File: config.mk
export PLATFORM = sky130hd
export DESIGN_NAME = pal_cell
export DESIGN_NICKNAME = d
export VERILOG_FILES = /design/src/design/pal_pkg.sv /design/src/design/pal_cell.sv
export SDC_FILE = /design/constraint.sdc
export NUM_CORES = 1
export LEC_CHECK = 0
export BUFFER_PORTS_ARGS = -buffer_cell sky130_fd_sc_hd__buf_2
export CAP_MARGIN = 0
export CELL_PAD_IN_SITES_DETAIL_PLACEMENT = 0
export CELL_PAD_IN_SITES_GLOBAL_PLACEMENT = 2
export CORE_ASPECT_RATIO = 1.1
export CORE_MARGIN = 2
export CORE_UTILIZATION = 20
export CTS_CLUSTER_SIZE = 12
export DETAILED_ROUTE_END_ITERATION = 7
export GPL_ROUTABILITY_DRIVEN = 0
export PLACE_DENSITY = 0.79
export SYNTH_ARGS = -nofsm -noshare
export SYNTH_HDL_FRONTEND = slang
export SYNTH_SLANG_ARGS = --single-unit
export TNS_END_PERCENT = 50
File: constraint.sdc
create_clock -name clk_i -period 1.49 [get_ports clk_i]
set_clock_uncertainty 0.05 [all_clocks]
set_input_delay 0.149 -clock clk_i [delete_from_list [all_inputs] [get_ports clk_i]]
set_output_delay 0.149 -clock clk_i [all_outputs]
set_load 0.1 [all_outputs]
File: src/design/pal_pkg.sv
// Package for the positional array list: operation and status codes,
// default sizes and the command struct that the control hands to each cell.
// No dependencies.
package pal_pkg;

  // Fixed widths of the stream fields.
  localparam int MODE_W   = 3;
  localparam int INDEX_W  = 7;
  localparam int VALUE_W  = 32;
  localparam int STATUS_W = 2;
  localparam int COUNT_W  = 7;

  // Packed stream words, rounded up to whole bytes.
  localparam int IN_DATA_W  = ((INDEX_W + VALUE_W + 7) / 8) * 8;
  localparam int OUT_DATA_W = ((VALUE_W + COUNT_W + 1 + 7) / 8) * 8;

  // Defaults for the top level parameters.
  localparam int DEPTH_DEF      = 64;
  localparam int DATA_WIDTH_DEF = 32;

  typedef enum logic [MODE_W-1:0] {
    OP_APPEND = 3'd0,
    OP_INSERT = 3'd1,
    OP_REMOVE = 3'd2,
    OP_READ   = 3'd3,
    OP_WRITE  = 3'd4,
    OP_CLEAR  = 3'd5
  } op_e;

  typedef enum logic [STATUS_W-1:0] {
    ST_OK   = 2'd0,
    ST_BAD  = 2'd1,
    ST_FULL = 2'd2
  } status_e;

  // Broadcast command for the cell row. At most one flag is set.
  typedef struct packed {
    logic ins;   // open a slot at the position, cells above take their lower neighbor
    logic rem;   // cells at and above the position take their upper neighbor
    logic load;  // the cell at the position takes the new value
  } pal_cmd_t;

endpackage : pal_pkg

File: src/design/pal_cell.sv
// One storage cell of the positional array list. It holds one entry and
// updates from its neighbors or the broadcast value. Depends on pal_pkg.
module pal_cell import pal_pkg::*; #(
  parameter int DW       = DATA_WIDTH_DEF,
  parameter int CW       = 7,
  parameter int CELL_IDX = 0
) (
  input  logic          clk_i,
  input  pal_cmd_t      cmd_i,
  input  logic [CW-1:0] pos_i,
  input  logic [DW-1:0] value_i,
  input  logic [DW-1:0] prev_i,
  input  logic [DW-1:0] next_i,
  output logic [DW-1:0] data_o
);

  localparam logic [CW-1:0] MyIdx = CW'(CELL_IDX);

  logic [DW-1:0] data_q;
  logic [DW-1:0] data_d;
  logic          at_pos;
  logic          above_pos;

  assign at_pos    = (pos_i == MyIdx);
  assign above_pos = (pos_i < MyIdx);

  always_comb begin
    data_d = data_q;
    priority if (cmd_i.ins && above_pos) begin
      data_d = prev_i;
    end else if ((cmd_i.ins || cmd_i.load) && at_pos) begin
      data_d = value_i;
    end else if (cmd_i.rem && (at_pos || above_pos)) begin
      data_d = next_i;
    end else begin
      data_d = data_q;
    end
  end

  always_ff @(posedge clk_i) begin
    data_q <= data_d;
  end

  assign data_o = data_q;

endmodule : pal_cell

Yosys cells after proc, flatten, opt, wreduce, memory -nomap -nowiden
Cells that the tools add are included.
W data, S select, Z words.
{ "classes": {"magnitude_cmp": 1, "muxes": 3, "n_reduce_logical": 7} }
{ "ops": {"columns": ["operator", "n"], "rows": [
  ["$mux W32", 3],
  ["$logic_not A7 Y1", 1],
  ["$lt A7 B1 Y1 const B", 1],
  ["$logic_and A1 B1 Y1", 3],
  ["$reduce_bool A3 Y1", 1],
  ["$logic_or A1 B1 Y1", 2]
]} }
{ "totals": {"out_inout_bits": 32, "register_bits": 32, "wordCells": 12} }

Depth between registers and ports, before layout
{ "depth": {"ltp_word": 6, "ltp_mapped": 4, "mapped_depth_nobuf": 3} }

Worst setup path after synthesis
Ideal clock, no wire load.
{ "synth_timing": {"path_type": "input-to-reg", "start": "input port pos_i[3]", "end": "register data_q[0] (netlist: data_o[0]), enable pin", "path_buffers": 0, "arrival_time_ns": 1.112, "path_stages": 2, "slack_ns": -0.047, "required_time_ns": 1.065, "path_cell_list": "nor3_1 -> o311a_2"} }
{ "synth_between": {"elab_chain_cells": 4, "word_cells_on_any_way": 7, "cone_classes": "order compare: 1; reduce/logical: 6"} }
{ "synth_lines": {"columns": ["item", "line", "text"], "rows": [
  ["start, declared", "pal_cell.sv:10", "input logic [CW-1:0] pos_i,"],
  ["$lt A7 B1 Y1 or $logic_not A7 Y1 (tied branches)", "pal_cell.sv:25, pal_cell.sv:24", null],
  ["$logic_or A1 B1 Y1", "pal_cell.sv:33", "end else if (cmd_i.rem && (at_pos || above_pos)) begin"],
  ["$logic_and A1 B1 Y1", "pal_cell.sv:33", null],
  ["$reduce_bool A3 Y1 (no line) *", null, null],
  ["end signal, assigned", "pal_cell.sv:41", "data_q <= data_d;"],
  ["end, declared", "pal_cell.sv:19", "logic [DW-1:0] data_q;"]
]} }
Mark *: on every way between the ends. The rest lies on a longest branch, timed or not.
A chain may end at the register's enable or synchronous reset.

Final worst setup path
{ "layout_timing": {"start": "input port pos_i[4]", "end": "register data_q[5] (netlist: data_o[5]) (data pin)"} }
{ "layout_between": {"elab_chain_cells": 4, "word_cells_on_any_way": 6, "cone_classes": "order compare: 1; mux: 2; reduce/logical: 3"} }
{ "layout_lines": {"columns": ["item", "line", "text"], "rows": [
  ["branches (longest 3 deep; another with $lt A7 B1 Y1)", null, null],
  ["$mux W32 *", "pal_cell.sv:29", "priority if (cmd_i.ins && above_pos) begin"],
  ["named net data_d[5]", "pal_cell.sv:20", "logic [DW-1:0] data_d;"]
]} }
Mark *: on every way through the listed nets, which the timed path passes.

==> flow_summary.toml <==
[power]
ir_drop_mv = 0.262
leakagePower_nw = 1.11
p_per_area_mw_per_mm2 = 789
total_power_mw = 1.83

[yosys]
synth_seq_area_share_pct = 63.0
syn_area_mm2 = 0.00153
ys_warn_count = 0
synth_top_area_cell = "edfxtp_1"
synthesis.area_per_instance_um2 = 21.5
synth_top_area_share_pct = 63.0
ys_ff_latch = 32
yosys-top-cells-area = "edfxtp_1 (63%), mux2_4 (30%), buf_6 (2.2%)"
synth_nets = 178
synth_cells = 71
yosysUniqueCellTypes = 8

[worst_setup_path]
critical_path.top_delay_family = "simple AND/OR/NAND/NOR gates"
criticalPathCategory = "primary input to flip-flop"
critical_path_required_ns = 1.46
path_buf_inv = 2
critPathMaxFanout = 15
path_cells = "buf_2 > nor4_4 > o211ai_4 > buf_12 > mux2_4"
max_stage_delay_ns = 0.35
end_kind = "flip-flop"
cp_slowest_cell = "nor4_4"
cp.arrival_ns = 1.28
start_kind = "primary input"

[detailed_routing]
wl_per_cell_um = 12.5
dr.pass1.iters = 3
routed_wl_um = 3430
vias = 1053
wl_met1_um = 1310
drc = 0
ant_nets = 0
viasPerCell = 3.84
top_layer = "met4"
met3_wirelength_um = 206
drt_iter0_markers = 23
met2_length_um = 1880

[sta]
fin_crit_sh_pct = 87.6
fmax_ghz = 0.766
holdWs_ns = 0.122
rsz0062_at_grt = "no"
worst-slew-pin-transition_ns = 0.499
report.final.slew_viol_count = 0
min_period_ns = 1.31
hold_violations = 0
setup-violations-final = 0
slew-limit-headroom_pct = 67.0

[floorplanning]
chipWidth_um = 87.3
dieHeight_um = 95.6
num_io_pins = 139
initial_core_util_pct = 20.5
coreArea_mm2 = 0.00743
die_area_mm2 = 0.00835
rows = 33

[place]
dp.cells = 267
port_buffers = 106
hpwl_um = 2870

[clocking]
numCtsBuffers = 5
cts_tree = "built"
cts_hold_buf = 0
htree_levels = 2
cts_buffer_depth = 2
clk_pin_slew_ns = 0.06
cts.sinks = 32
cts_resized = 0
cts-root-buf = "clkbuf_8"
postCtsSetupRepairBufs = 0

[flow_run]
maxCapViolations = 0

[finish]
antennaDiodeCount = 0
drive_gt1_share_pct = 81.8
final_common_cell = "buf_2"
finalNonFillerCells = 274
area_growth_pct = 51.6
nets = 294
mostFrequentLayoutCells = "buf_2 (106), edfxtp_1 (32), mux2_4 (30)"
finish.utilization_pct = 31.1
largest_reg_flops = 32

[global_route]
grt_max_degree = 21
antenna_found_initial = 0
overflow = 0
grt_pass1_vias = 1078
grt.total_usage_pct = 8.17
grt_pass1_wl_um = 5170

[hold_path]
hp-class = "primary input to flip-flop"

[outcome]
outcome = "completed"
-- power breakdown --
part           internal, mW  switching, mW  leakage [nW]  total [mW]
sequential            0.996        0.00110         0.288       0.997
clock                 0.317          0.286        0.0410       0.603
combinational         0.136         0.0906         0.779       0.226
total                  1.45          0.378          1.11        1.83
-- path summary, 6_finish.rpt --
| check | startpoint | endpoint | slack [ns] | depth (start not counted) |
|---|---|---|---|---|
| worst max-delay path | pos_i[4] | data_o[5] | 0.18 | 5 |
| worst min-delay path | next_i[24] | data_o[24] | 0.12 | 2 |
-- Yosys cell counts --
cell	instances
o211ai_4	1
nor3_1	1
nor4_4	1
edfxtp_1	32
o311a_2	1
buf_6	3
mux2_4	30
mux2_2	2
-- logic make-up after synthesis --
kind of cell,Yosys count,synth area share [%]
AOI/OAI and AO/OA,2,2.13
buffers and inverters,3,2.21
and+or+nand+nor,2,1.72
muxes,32,31.0
DFF,32,63.0
-- final cells by class --
class | instances | area [µm²]
Sequential cell | 32 | 961
Fill cell | 762 | 5120
Clock inverter | 1 | 5.00
Clock buffer | 6 | 72.6
Timing Repair Buffer | 112 | 626
Tap cell | 87 | 109
Multi-Input combinational cell | 36 | 542
-- metrics by stage --
step | setup WS, ns | TNS (ns) | instance area, µm²
final | 0.185 | 0 | 2310
after global routing | 0.166 | 0 | 2310
after CTS | 0.189 | 0 | 2310
after detailed placement | -0.102 | -4.23 | 2240
after global placement | -0.0949 | -3.28 | 2240
after floorplan | 0.0156 | 0 | 1540
-- per-layer routing --
| metal | vias to the layer above | GRT usage [%] |
|---|---|---|
| li1 | 513 | - |
| met4 | 0 | 4.23 |
| met1 | 488 | 8.75 |
| met3 | 2 | 1.99 |
| met2 | 50 | 14.7 |
| met5 | - | 0 |
(Power assumes the default switching activity.)
